===== src/hw/rtl/bips_pkg.sv =====
// ----------------------------------------------------------------------------
// bips_pkg
// Shared types and constants for the battery and idle power supervisor.
// ----------------------------------------------------------------------------
package bips_pkg;

    localparam int MV_W    = 16;
    localparam int RUN_W   = 8;
    localparam int IDLE_W  = 16;
    localparam int CMD_W   = 2;
    localparam int CAUSE_W = 2;
    localparam int CFG_IDX_W  = 2;
    localparam int CFG_DATA_W = 16;
    localparam int S_DATA_W   = 24;
    localparam int M_DATA_W   = 32;

    localparam logic [MV_W-1:0]   WARN_MV_RST     = MV_W'(3550);
    localparam logic [MV_W-1:0]   SHUT_MV_RST     = MV_W'(3400);
    localparam logic [RUN_W-1:0]  SHUT_COUNT_RST  = RUN_W'(3);
    localparam logic [IDLE_W-1:0] IDLE_TIMEOUT_RST = IDLE_W'(300);

    typedef enum logic [CMD_W-1:0] {
        CMD_SAMPLE          = 2'd0,
        CMD_ACTIVITY        = 2'd1,
        CMD_TICK            = 2'd2,
        CMD_POWEROFF_FAILED = 2'd3
    } cmd_t;

    typedef enum logic [CAUSE_W-1:0] {
        CAUSE_NONE     = 2'd0,
        CAUSE_IDLE     = 2'd1,
        CAUSE_LOW_BATT = 2'd2
    } cause_t;

    typedef enum logic [CFG_IDX_W-1:0] {
        REG_WARN_MV      = 2'd0,
        REG_SHUT_MV      = 2'd1,
        REG_SHUT_COUNT   = 2'd2,
        REG_IDLE_TIMEOUT = 2'd3
    } cfg_idx_t;

    typedef struct packed {
        logic [MV_W-1:0]   warning_threshold_mv;
        logic [MV_W-1:0]   shutdown_threshold_mv;
        logic [RUN_W-1:0]  shutdown_sample_count;
        logic [IDLE_W-1:0] idle_timeout_ticks;
    } cfg_t;

    typedef struct packed {
        logic [RUN_W-1:0] low_sample_run;
        cause_t           shutdown_cause;
        logic             shutdown_pulse;
        logic             warning_pulse;
        logic [MV_W-1:0]  filtered_mv;
    } result_t;

endpackage


===== src/hw/rtl/bips_core.sv =====
// ----------------------------------------------------------------------------
// bips_core
// Supervisor state and per-item update: filter, low-run count, idle count,
// warning and shutdown latch. Produces the result of the accepted item.
// ----------------------------------------------------------------------------
module bips_core (
    input  logic                aclk,
    input  logic                aresetn,
    input  logic                accept,
    input  bips_pkg::cmd_t      command,
    input  logic                sample_valid,
    input  logic [15:0]         battery_mv,
    input  logic                external_power,
    input  bips_pkg::cfg_t      cfg,
    output bips_pkg::result_t   result
);
    import bips_pkg::*;

    logic              ext_reg,     ext_next;
    logic [MV_W-1:0]   filter_reg,  filter_next;
    logic [RUN_W-1:0]  run_reg,     run_next;
    logic              warned_reg,  warned_next;
    logic              latched_reg, latched_next;
    logic [IDLE_W-1:0] idle_reg,    idle_next;

    logic [MV_W+1:0]   filter_sum;
    logic              want_low;
    logic              want_idle;
    logic              warn;

    always_comb begin
        ext_next     = ext_reg;
        filter_next  = filter_reg;
        run_next     = run_reg;
        warned_next  = warned_reg;
        latched_next = latched_reg;
        idle_next    = idle_reg;
        want_low     = 1'b0;
        want_idle    = 1'b0;
        warn         = 1'b0;
        filter_sum   = ({2'b00, filter_reg} << 1) + {2'b00, filter_reg}
                     + {2'b00, battery_mv};

        unique case (command)
            CMD_SAMPLE: begin
                ext_next = external_power;
                if (!sample_valid || external_power) begin
                    run_next    = '0;
                    warned_next = 1'b0;
                end else begin
                    if (filter_reg == '0) begin
                        filter_next = battery_mv;
                    end else begin
                        filter_next = filter_sum[MV_W+1:2];
                    end
                    if (filter_next <= cfg.warning_threshold_mv && !warned_reg) begin
                        warned_next = 1'b1;
                        warn        = 1'b1;
                    end
                    if (filter_next <= cfg.shutdown_threshold_mv) begin
                        if (run_reg != '1) begin
                            run_next = run_reg + RUN_W'(1);
                        end
                        want_low = (run_next >= cfg.shutdown_sample_count);
                    end else begin
                        run_next = '0;
                    end
                end
            end
            CMD_ACTIVITY: begin
                idle_next = '0;
            end
            CMD_TICK: begin
                if (idle_reg != '1) begin
                    idle_next = idle_reg + IDLE_W'(1);
                end
                want_idle = !ext_reg && (idle_next >= cfg.idle_timeout_ticks);
            end
            CMD_POWEROFF_FAILED: begin
                latched_next = 1'b0;
            end
            default: begin
            end
        endcase

        result.shutdown_cause = CAUSE_NONE;
        result.shutdown_pulse = 1'b0;
        if ((want_low || want_idle) && !latched_reg) begin
            latched_next          = 1'b1;
            result.shutdown_pulse = 1'b1;
            result.shutdown_cause = want_low ? CAUSE_LOW_BATT : CAUSE_IDLE;
        end
        result.filtered_mv    = filter_next;
        result.warning_pulse  = warn;
        result.low_sample_run = run_next;
    end

    always_ff @(posedge aclk) begin
        if (!aresetn) begin
            ext_reg     <= 1'b0;
            filter_reg  <= '0;
            run_reg     <= '0;
            warned_reg  <= 1'b0;
            latched_reg <= 1'b0;
            idle_reg    <= '0;
        end else if (accept) begin
            ext_reg     <= ext_next;
            filter_reg  <= filter_next;
            run_reg     <= run_next;
            warned_reg  <= warned_next;
            latched_reg <= latched_next;
            idle_reg    <= idle_next;
        end
    end

endmodule


===== src/hw/rtl/battery_and_idle_power_supervisor.sv =====
// ----------------------------------------------------------------------------
// battery_and_idle_power_supervisor
// Output: an accepted result is registered in the output register, or in
// the skid entry while m_ is stalled. Throughput: one item per cycle while
// s_tready is high; s_tready drops only when both entries are full.
// Reset: synchronous active-low aresetn restores register defaults, clears
// filter, counters, flags, shutdown latch and both output entries.
// ----------------------------------------------------------------------------
module battery_and_idle_power_supervisor (
    input  logic                              aclk,
    input  logic                              aresetn,
    input  logic                              cfg_wr_en,
    input  logic [bips_pkg::CFG_IDX_W-1:0]    cfg_addr,
    input  logic [bips_pkg::CFG_DATA_W-1:0]   cfg_wr_data,
    input  logic                              s_tvalid,
    output logic                              s_tready,
    // [0] sample_valid, [16:1] battery_mv, [17] external_power, [23:18] zero
    input  logic [bips_pkg::S_DATA_W-1:0]     s_tdata,
    // [1:0] command
    input  logic [bips_pkg::CMD_W-1:0]        s_tuser,
    output logic                              m_tvalid,
    input  logic                              m_tready,
    // [15:0] filtered_mv, [16] warning_pulse, [17] shutdown_pulse,
    // [19:18] shutdown_cause, [27:20] low_sample_run, [31:28] zero
    output logic [bips_pkg::M_DATA_W-1:0]     m_tdata
);
    import bips_pkg::*;

    cfg_t    cfg_reg;
    result_t result;
    result_t out_reg;
    result_t skid_reg;
    logic    out_valid_reg;
    logic    skid_valid_reg;
    logic    accept;

    assign s_tready = !skid_valid_reg;
    assign accept   = s_tvalid && s_tready;

    always_ff @(posedge aclk) begin
        if (!aresetn) begin
            cfg_reg.warning_threshold_mv  <= WARN_MV_RST;
            cfg_reg.shutdown_threshold_mv <= SHUT_MV_RST;
            cfg_reg.shutdown_sample_count <= SHUT_COUNT_RST;
            cfg_reg.idle_timeout_ticks    <= IDLE_TIMEOUT_RST;
        end else if (cfg_wr_en) begin
            unique case (cfg_idx_t'(cfg_addr))
                REG_WARN_MV:      cfg_reg.warning_threshold_mv  <= cfg_wr_data;
                REG_SHUT_MV:      cfg_reg.shutdown_threshold_mv <= cfg_wr_data;
                REG_SHUT_COUNT:   cfg_reg.shutdown_sample_count <= cfg_wr_data[RUN_W-1:0];
                REG_IDLE_TIMEOUT: cfg_reg.idle_timeout_ticks    <= cfg_wr_data;
                default: begin
                end
            endcase
        end
    end

    bips_core u_core (
        .aclk           (aclk),
        .aresetn        (aresetn),
        .accept         (accept),
        .command        (cmd_t'(s_tuser)),
        .sample_valid   (s_tdata[0]),
        .battery_mv     (s_tdata[16:1]),
        .external_power (s_tdata[17]),
        .cfg            (cfg_reg),
        .result         (result)
    );

    always_ff @(posedge aclk) begin
        if (!aresetn) begin
            out_valid_reg  <= 1'b0;
            skid_valid_reg <= 1'b0;
        end else if (accept) begin
            if (out_valid_reg && !m_tready) begin
                skid_reg       <= result;
                skid_valid_reg <= 1'b1;
            end else begin
                out_reg       <= result;
                out_valid_reg <= 1'b1;
            end
        end else if (!out_valid_reg || m_tready) begin
            if (skid_valid_reg) begin
                out_reg        <= skid_reg;
                out_valid_reg  <= 1'b1;
                skid_valid_reg <= 1'b0;
            end else begin
                out_valid_reg <= 1'b0;
            end
        end
    end

    assign m_tvalid = out_valid_reg;
    assign m_tdata  = {4'b0000, out_reg.low_sample_run, out_reg.shutdown_cause,
                       out_reg.shutdown_pulse, out_reg.warning_pulse,
                       out_reg.filtered_mv};

    a_pulse_cause : assert property (@(posedge aclk) disable iff (!aresetn)
        m_tvalid |-> (m_tdata[17] == (m_tdata[19:18] != CAUSE_NONE)))
        else $error("shutdown pulse and cause disagree");

    a_cause_code : assert property (@(posedge aclk) disable iff (!aresetn)
        m_tvalid |-> (m_tdata[19:18] != 2'd3))
        else $error("undefined shutdown cause");

    a_skid_order : assert property (@(posedge aclk) disable iff (!aresetn)
        skid_valid_reg |-> out_valid_reg)
        else $error("skid entry held with empty output register");

    a_no_drop : assert property (@(posedge aclk) disable iff (!aresetn)
        (accept && out_valid_reg && !m_tready) |=> skid_valid_reg)
        else $error("item lost while output stalled");

endmodule


===== config.mk =====
export PLATFORM = sky130hd
export DESIGN_NAME = battery_and_idle_power_supervisor
export DESIGN_NICKNAME = d
export VERILOG_FILES = /design/src/hw/rtl/bips_pkg.sv /design/src/hw/rtl/bips_core.sv /design/src/hw/rtl/battery_and_idle_power_supervisor.sv
export SDC_FILE = /design/constraint.sdc
export NUM_CORES = 1
export LEC_CHECK = 0
export BUFFER_PORTS_ARGS = -buffer_cell sky130_fd_sc_hd__buf_2
export CAP_MARGIN = 10
export CORE_ASPECT_RATIO = 1.2
export CORE_UTILIZATION = 58
export CTS_CLUSTER_DIAMETER = 100
export DETAILED_ROUTE_END_ITERATION = 10
export PLACE_DENSITY = 0.85
export SYNTH_ARGS = -nofsm -noshare
export SYNTH_HDL_FRONTEND = slang
export SYNTH_SLANG_ARGS = --single-unit

===== constraint.sdc =====
create_clock -name aclk -period 6.3 [get_ports aclk]
set_input_delay 0.63 -clock aclk [delete_from_list [all_inputs] [get_ports aclk]]
set_output_delay 0.63 -clock aclk [all_outputs]
set_load 0.1 [all_outputs]

# == Yosys cells after proc, flatten, opt, wreduce, memory -nomap -nowiden ==
# Cells that the tools add are included.
# word_totals
mem_count,0
latchBits,0
ff_bits,157
ram_bits,0
romBits,0
output_inout_bits,34
word_cells,114
in_bits,49
# op_classes
n_lt_le_gt_ge,4
reduce_logical,35
eq_ne,10
div_mod_pow,0
mul,0
n_bitwise,0
shifts,0
addsub,4
muxes,39
# op_table
op,count
16-bit two-way mux,7
28-bit two-way mux,4
8-bit two-way mux,7
16-bit less-or-equal comparator,2
16-bit one-hot mux with 2 select lines,1
17-bit by 16-bit adder with 18-bit output,1
18-bit by 16-bit adder with 18-bit output,1
1-bit two-way mux,18
2-bit AND reduction,9
"16-bit by 1-bit adder with 16-bit output, second input constant",1
16-bit greater-or-equal comparator,1
16-bit zero test,1
"16-bit != test, second input constant",1
2-bit nonzero test,5
"8-bit by 1-bit adder with 8-bit output, second input constant",1
"2-bit equality test, second input constant",4
8-bit greater-or-equal comparator,1
"8-bit != test, second input constant",1
1-bit zero test,7
3-bit AND reduction,2
1-bit logical AND,5
"2-bit by 1-bit equality test with 1-bit output, second input constant",2
2-bit zero test,2
4-bit AND reduction,1
other kinds (5),7

# == Logic depth before layout (Yosys ltp) ==
# Gate-level depths: netlist (run 1).
# depth
word_depth,18
mapped_depth,20
ltp_nobuf,19

# == By module ==
# A second synthesis (run 1) with hierarchy kept.
# hier_totals
cells_unflattened,1034
hier_area_um2,9760.6
# by_module_without_submodules
mod,area_per_inst_um2,cells_each,seq_area_each_um2,instances
bips_core,5425.2,715,860.8,1
battery_and_idle_power_supervisor,4335.4,319,2842.7,1

# == Worst setup path before layout (run 1) ==
# OpenSTA, ideal clock, no wires.
# synth_path
path_type,input to register
from,input port s_tdata[2] (netlist name)
to,register out_reg (netlist bit m_tdata[20]) (data pin)
t_arrival_ns,4.936
path_buffers,1
setup_ns,0.169
required_time_ns,6.131
stages,20
path_slack_ns,1.195
path_cell_list,inv_1 fa_1 nor3b_1 fa_1 a211oi_2 nor3_1 o41a_4 o21ai_0 a2111oi_0 a211oi_1 inv_1 ha_1 a21o_1 a21o_1 a22oi_1 o2111ai_1 nand2_1 clkbuf_1 a21oi_1 o31ai_1
# synth_via
elab_chain_cells,10
# synth_rtl
item,line_no,text
from (decl),battery_and_idle_power_supervisor.sv:18,"input logic [bips_pkg::S_DATA_W-1:0] s_tdata,"
18-bit by 16-bit adder with 18-bit output,bips_core.sv:42,"+ {2'b00, battery_mv};"
16-bit two-way mux *,bips_core.sv:51,if (filter_reg == '0) begin
16-bit two-way mux *,bips_core.sv:47,if (!sample_valid || external_power) begin
16-bit two-way mux *,bips_core.sv:44,unique case (command)
16-bit less-or-equal comparator *,bips_core.sv:60,if (filter_next <= cfg.shutdown_threshold_mv) begin
8-bit two-way mux *,bips_core.sv:60,
8-bit two-way mux *,bips_core.sv:47,
8-bit two-way mux *,bips_core.sv:44,
28-bit two-way mux *,battery_and_idle_power_supervisor.sv:75,if (out_valid_reg && !m_tready) begin
28-bit two-way mux *,battery_and_idle_power_supervisor.sv:74,end else if (accept) begin
to (signal assigned),battery_and_idle_power_supervisor.sv:79,out_reg <= result;
to (signal assigned),battery_and_idle_power_supervisor.sv:84,out_reg <= skid_reg;
to (decl),battery_and_idle_power_supervisor.sv:31,result_t out_reg;
# Mark *: on every way between the ends. The rest lies on a longest branch, timed or not. The select of a mux whose other input is x is not followed.
# A chain may end at the register's enable or synchronous reset.

# == Worst setup path in the final report (run 1) ==
# layout_path
from,register u_core.filter_reg[0]
to,register out_reg (netlist bit m_tdata[20]) (data pin)
# layout_via
elab_chain_cells,11
elab_cells_between_ends,12
cone_classes,add/sub (2); order compare (1); mux (8); reduce/logical (1)
# layout_rtl
item,line_no,text
from (decl),bips_core.sv:20,"logic [MV_W-1:0] filter_reg, filter_next;"
from (signal assigned),bips_core.sv:108,filter_reg <= filter_next;
17-bit by 16-bit adder with 18-bit output,bips_core.sv:41,"filter_sum = ({2'b00, filter_reg} << 1) + {2'b00, filter_reg}"
18-bit by 16-bit adder with 18-bit output,bips_core.sv:42,
16-bit two-way mux *,bips_core.sv:51,
16-bit two-way mux *,bips_core.sv:47,
16-bit two-way mux *,bips_core.sv:44,
16-bit less-or-equal comparator *,bips_core.sv:60,
8-bit two-way mux *,bips_core.sv:60,
8-bit two-way mux *,bips_core.sv:47,
8-bit two-way mux *,bips_core.sv:44,
28-bit two-way mux *,battery_and_idle_power_supervisor.sv:75,
28-bit two-way mux *,battery_and_idle_power_supervisor.sv:74,
# Marked as above.

==> results.cfg, run 1 <==
[yosys]
synth_flop_cell = dfxtp_1
synth_top_area_frac = 0.212
yosysWarnings = 0
synth_seq_cells = 157
netlist_area_um2 = 9560
synth_most_common_cell = nand2_1
postSynthAreaPerCell_um2 = 8.80
synth_cell_types = 70
synthTopCellsByCount = 182 x nand2_1, 101 x dfxtp_1, 76 x ha_1
netlist_instances = 1086
async_flop_share = 0
ys_seq_area_frac = 0.387
yosysTopAreaCell = dfxtp_1
synth_edf_count = 56
synthTopCellsByArea = dfxtp_1 21%, edfxtp_1 18%, ha_1 9.9%

[sta]
fin_crit_ns = 5.76
finalSetupTns_ns = 0
skew_ns = 0.0112
tightest_slew_ns = 0.992
finalSetupViolCount = 0
max_freq_ghz = 0.174
timing.final.hold_violations = 0
grt_setup_unrepaired = no
max_slew_margin = 0.339
slew_viol_final = 0
post-route-period-util = 0.914

[route]
via_count = 8191
drcViolationCount = 0
drt_wl_total_um = 23300
ant_nets = 0
vias_per_cell = 6.03
drt-initial-drc-count = 673
firstDrtPassIters = 5
post_drt_wl_per_cell_um = 17.2

[final_layout]
final_area_um2 = 10600
stdcell_count = 1358
drive_gt1_frac = 0.121
diodes = 0
largest_reg_flops = 56
fin_nets = 1274
finalCoreUtilization = 0.657
syn_to_final_growth_pct = 11.0

[clocking]
clk_pin_slew_worst_paths_ns = 0.06
clk_latency_ns = 0.44
cts_sinks = 157
cts-buffers-inserted = 17
htree_num_levels = 4
hold_buffers = 0
root_buffer = clkbuf_16
tritoncts = built
cts_resized = 0
clk_path_buf_depth = 2
postCtsSetupBuffers = 0

[hold_path]
whs_path_depth = 2
hp-start = m_tready
hp-class = input port to register

[global_routing]
grt_pass1_vias = 7908
antenna_found_initial = 0
grt_max_degree = 103
overflow = 0
grt_pass1_wl_um = 38600
global_route.usage.total = 0.288

[floorplanning]
die_h_um = 143
die_w_um = 119
rows = 51
coreArea_um2 = 16100
dieArea_um2 = 17000
start_util = 0.592
boundaryPins = 83

[place]
hpwl_um = 16300
post_dp_cell_area_um2 = 10000
dp.cells = 1326
gp_congestion = 0.890
port-buffer-count = 72

[worst_setup_path]
cp_max_fo = 17
worstPathArrival_ns = 5.94
startpoint_type = register
required_ns = 6.48
crit_start = u_core.filter_reg[0]
crit_type = register to register
reg2regPathDepth = 20
r2r_start = u_core.filter_reg[0]
end_kind = register

[power]
p_leak_nw = 4.56
total_power_w = 0.00262
cellPowerDensity_nw_per_um2 = 247
ir_drop_mv = 0.190

[run]
max-cap-violations = 0

[outcome]
run_status = finished, final reports clean
## worst paths after layout
path	end	slack, ns
worst min-delay path	skid_valid_reg	0.38
worst max register to register	m_tdata[20]	0.54
worst min register to register	cfg_reg[6]	0.47
worst max-delay path	m_tdata[20]	0.54
## worst max-delay path: stages (launching register included)
cell	delay (ns)
dfxtp_1	0.44
inv_1	0.12
fa_1	0.55
nor3b_1	0.07
fa_1	0.44
a211oi_2	0.28
nor3_1	0.14
o41a_4	0.41
o21ai_0	0.22
a2111oi_0	0.13
a211oi_1	0.29
buf_4	0.19
inv_1	0.07
ha_1	0.30
nand4_1	0.16
nor4_1	0.48
o21ai_0	0.18
o2111ai_1	0.19
nand2_1	0.43
a21oi_1	0.31
o31ai_1	0.10
## cells in the final DEF, fill, tap and decap left out, drive strengths merged, types with 18 or more instances in the layout
cell    netlist  final
buf          11     82
nor2b        20     20
nor2         68     68
ha           76     76
dfxtp       101    101
edfxtp       56     56
o211ai       24     24
a21boi       41     41
a21oi        56     56
nand2b       18     18
clkbuf       46     24
a21o         22     22
nand2       182    182
o21ai        48     48
inv          75     78
nand3        30     30
## metrics by stage
step	hold WS, ns	setup WS, ns
3_3_place_gp	0.453	0.564
4_1_cts	0.372	0.694
5_1_grt	0.393	0.0267
2_1_floorplan	0.443	1.19
6_report	0.376	0.539
3_5_place_dp	0.459	0.499
## logic make-up (layout without fill, tap and decap cells)
family | count (synthesis) | in the layout | share of synthesized area
xor+xnor | 20 | 20 | 0.0183
compound gates | 271 | 271 | 0.192
fa+ha+maj | 92 | 92 | 0.133
other cells | 1 | 4 | 0.000392
mux | 18 | 18 | 0.0204
buf+inv | 132 | 189 | 0.0548
simple gates | 395 | 395 | 0.193
flops | 157 | 157 | 0.387
## layer usage
layer | share of wire | GRT usage | wire length (um)
met1 | 0.40 | 0.337 | 9330
met2 | 0.50 | 0.497 | 11700
met3 | 0.055 | 0.0503 | 1280
met4 | 0.046 | 0.165 | 1070
met5 | 0 | 0 | 0
## layout make-up
class                   instances  area, um^2
inverters                      75         282
fillers                      1300        5530
clock inverters                 8        52.6
repair buffers                 82         435
multi-input cells             800        5360
well taps                     212         265
clock buffers                  24         518
flip-flops and latches        157        3700
## power by group
group,switching (W),internal [W]
logic,0.000361,0.000173
registers,0.0000154,0.00108
clock network,0.000416,0.000576
Note: power is estimated with default switching activity, not from simulation.
==> run 2, diff against run 1 <==
--- a/config.mk
+++ b/config.mk
@@ -5,13 +5,12 @@
 export SDC_FILE = /design/constraint.sdc
 export NUM_CORES = 1
 export LEC_CHECK = 0
-export BUFFER_PORTS_ARGS = -buffer_cell sky130_fd_sc_hd__buf_2
-export CAP_MARGIN = 10
 export CORE_ASPECT_RATIO = 1.2
 export CORE_UTILIZATION = 58
 export CTS_CLUSTER_DIAMETER = 100
 export DETAILED_ROUTE_END_ITERATION = 10
-export PLACE_DENSITY = 0.85
+export DONT_BUFFER_PORTS = 1
+export PLACE_DENSITY = 0.81
 export SYNTH_ARGS = -nofsm -noshare
 export SYNTH_HDL_FRONTEND = slang
 export SYNTH_SLANG_ARGS = --single-unit
==> results.cfg, run 2 (synthesis gave the netlist of run 1 again) <==
[outcome]
run_status = finished, final reports clean

[worst_setup_path]
end_kind = register
reg2regPathDepth = 21
cpPeakStageDelay_ns = 0.54
required_ns = 6.48
slowest_stage = fa_1
worstPathArrival_ns = 5.84
startpoint_type = register
path_cells = inv_1 -> fa_1 -> nor3b_1 -> fa_1 -> a211oi_2 -> nor3_1 -> o41a_4 -> o21ai_0 -> a2111oi_0 -> a211oi_1 -> buf_4 -> inv_1 -> ha_1 -> nand4_1 -> nor4_1 -> o21ai_0 -> o2111ai_1 -> nand2_1 -> buf_4 -> a21oi_1 -> o31ai_1
cp_max_fo = 17
crit_type = register to register

[final_layout]
mostFrequentLayoutCell = nand2_1
syn_to_final_growth_pct = 7.28
final_cell_mix = 182 x nand2_1, 101 x dfxtp_1, 76 x ha_1
final_area_um2 = 10300
finalCoreUtilization = 0.635
drive_gt1_frac = 0.0642
largest_reg_flops = 56
seq_area_um2 = 3700
fin_nets = 1203
multiInputGateArea_um2 = 5360
diodes = 0
fillers = 1305

[route]
drt_wl_total_um = 22600
firstDrtPassIters = 6
vias_per_cell = 5.97
drcViolationCount = 0
drt-initial-drc-count = 631
post_drt_wl_per_cell_um = 17.6
via_count = 7689
ant_nets = 0

[global_routing]
global_route.usage.total = 0.273
grt_pass1_wl_um = 36200
grt_max_degree = 111
grt_use_met2 = 0.475
grt_pass1_vias = 7370
grtUsageMet1 = 0.313
antenna_found_initial = 0
busiest_layer = met2
overflow = 0
grtUsageMet3 = 0.0579

[sta]
tightest_slew_ns = 0.972
max_slew_margin = 0.351
hold_ws_ns = 0.269
slew_viol_final = 0
post-route-period-util = 0.897
fin_crit_ns = 5.65
max_freq_ghz = 0.177
timing.final.hold_violations = 0
grt_setup_unrepaired = no
finalSetupViolCount = 0
finalSetupTns_ns = 0
skew_ns = 0.0115

[clocking]
clk_path_buf_depth = 2
hold_buffers = 0
clk_latency_ns = 0.44
cts-buffers-inserted = 17
htree_num_levels = 4
postCtsSetupBuffers = 0
root_buffer = clkbuf_16
tritoncts = built
clk_pin_slew_worst_paths_ns = 0.06
cts_sinks = 157
cts_resized = 0

[floorplanning]
die_h_um = 143
die_w_um = 119
coreArea_um2 = 16100
start_util = 0.592
boundaryPins = 83
rows = 51
dieArea_um2 = 17000

[place]
post_dp_cell_area_um2 = 9690
hpwl_um = 16000
port-buffer-count = 0
gp_congestion = 0.888

[power]
cellPowerDensity_nw_per_um2 = 252
p_leak_nw = 4.29
ir_drop_mv = 0.197

[hold_path]
whs_path_depth = 1
hp-class = input port to register

[run]
max-cap-violations = 0
run 2: path summary, 6_finish.rpt:
check             slack [ns]             end                  from
setup / recovery        0.65     m_tdata[20]  u_core.filter_reg[1]
hold / removal          0.27  skid_valid_reg              m_tready
setup reg to reg        0.65     m_tdata[20]  u_core.filter_reg[1]
hold reg to reg         0.46     cfg_reg[13]           cfg_reg[13]
run 2: area by class of cell:
class,count,share of cell area
clock buffer,20,0.0445
inverter,75,0.0275
multi-input combinational,800,0.522
tap,212,0.0259
sequential,157,0.361
timing repair buffer,11,0.00805
clock inverter,12,0.0105
run 2: through the flow:
step,setup WS (ns),std cells,total power [W]
2_1_floorplan,1.19,1089,0.00150
3_3_place_gp,0.748,1255,0.00158
3_5_place_dp,0.632,1255,0.00160
4_1_cts,0.723,1287,0.00258
5_1_grt,0.310,1287,0.00268
6_report,0.646,1287,0.00258
run 2: power by group:
part | internal, W | leakage, nW | switching [W]
logic | 0.000159 | 2.68 | 0.000258
clock network | 0.000567 | 0.282 | 0.000430
registers | 0.00108 | 1.32 | 0.0000842
run 2: worst max-delay path: cells and delay by family, from the launching register on:
| family | cells | cell delay, ns |
|---|---|---|
| AO/OA/AOI/OAI | 9 | 2.12 |
| AND/OR/NAND/NOR | 5 | 0.94 |
| adder cells (fa/ha/maj) | 3 | 1.27 |
| flip-flops | 1 | 0.47 |
| buffers and inverters | 4 | 0.58 |
run 2: layer usage:
layer,share of wire,vias up
met5,0,-
met4,0.045,0
met3,0.049,70
met2,0.50,237
met1,0.41,3592
li1,-,3790
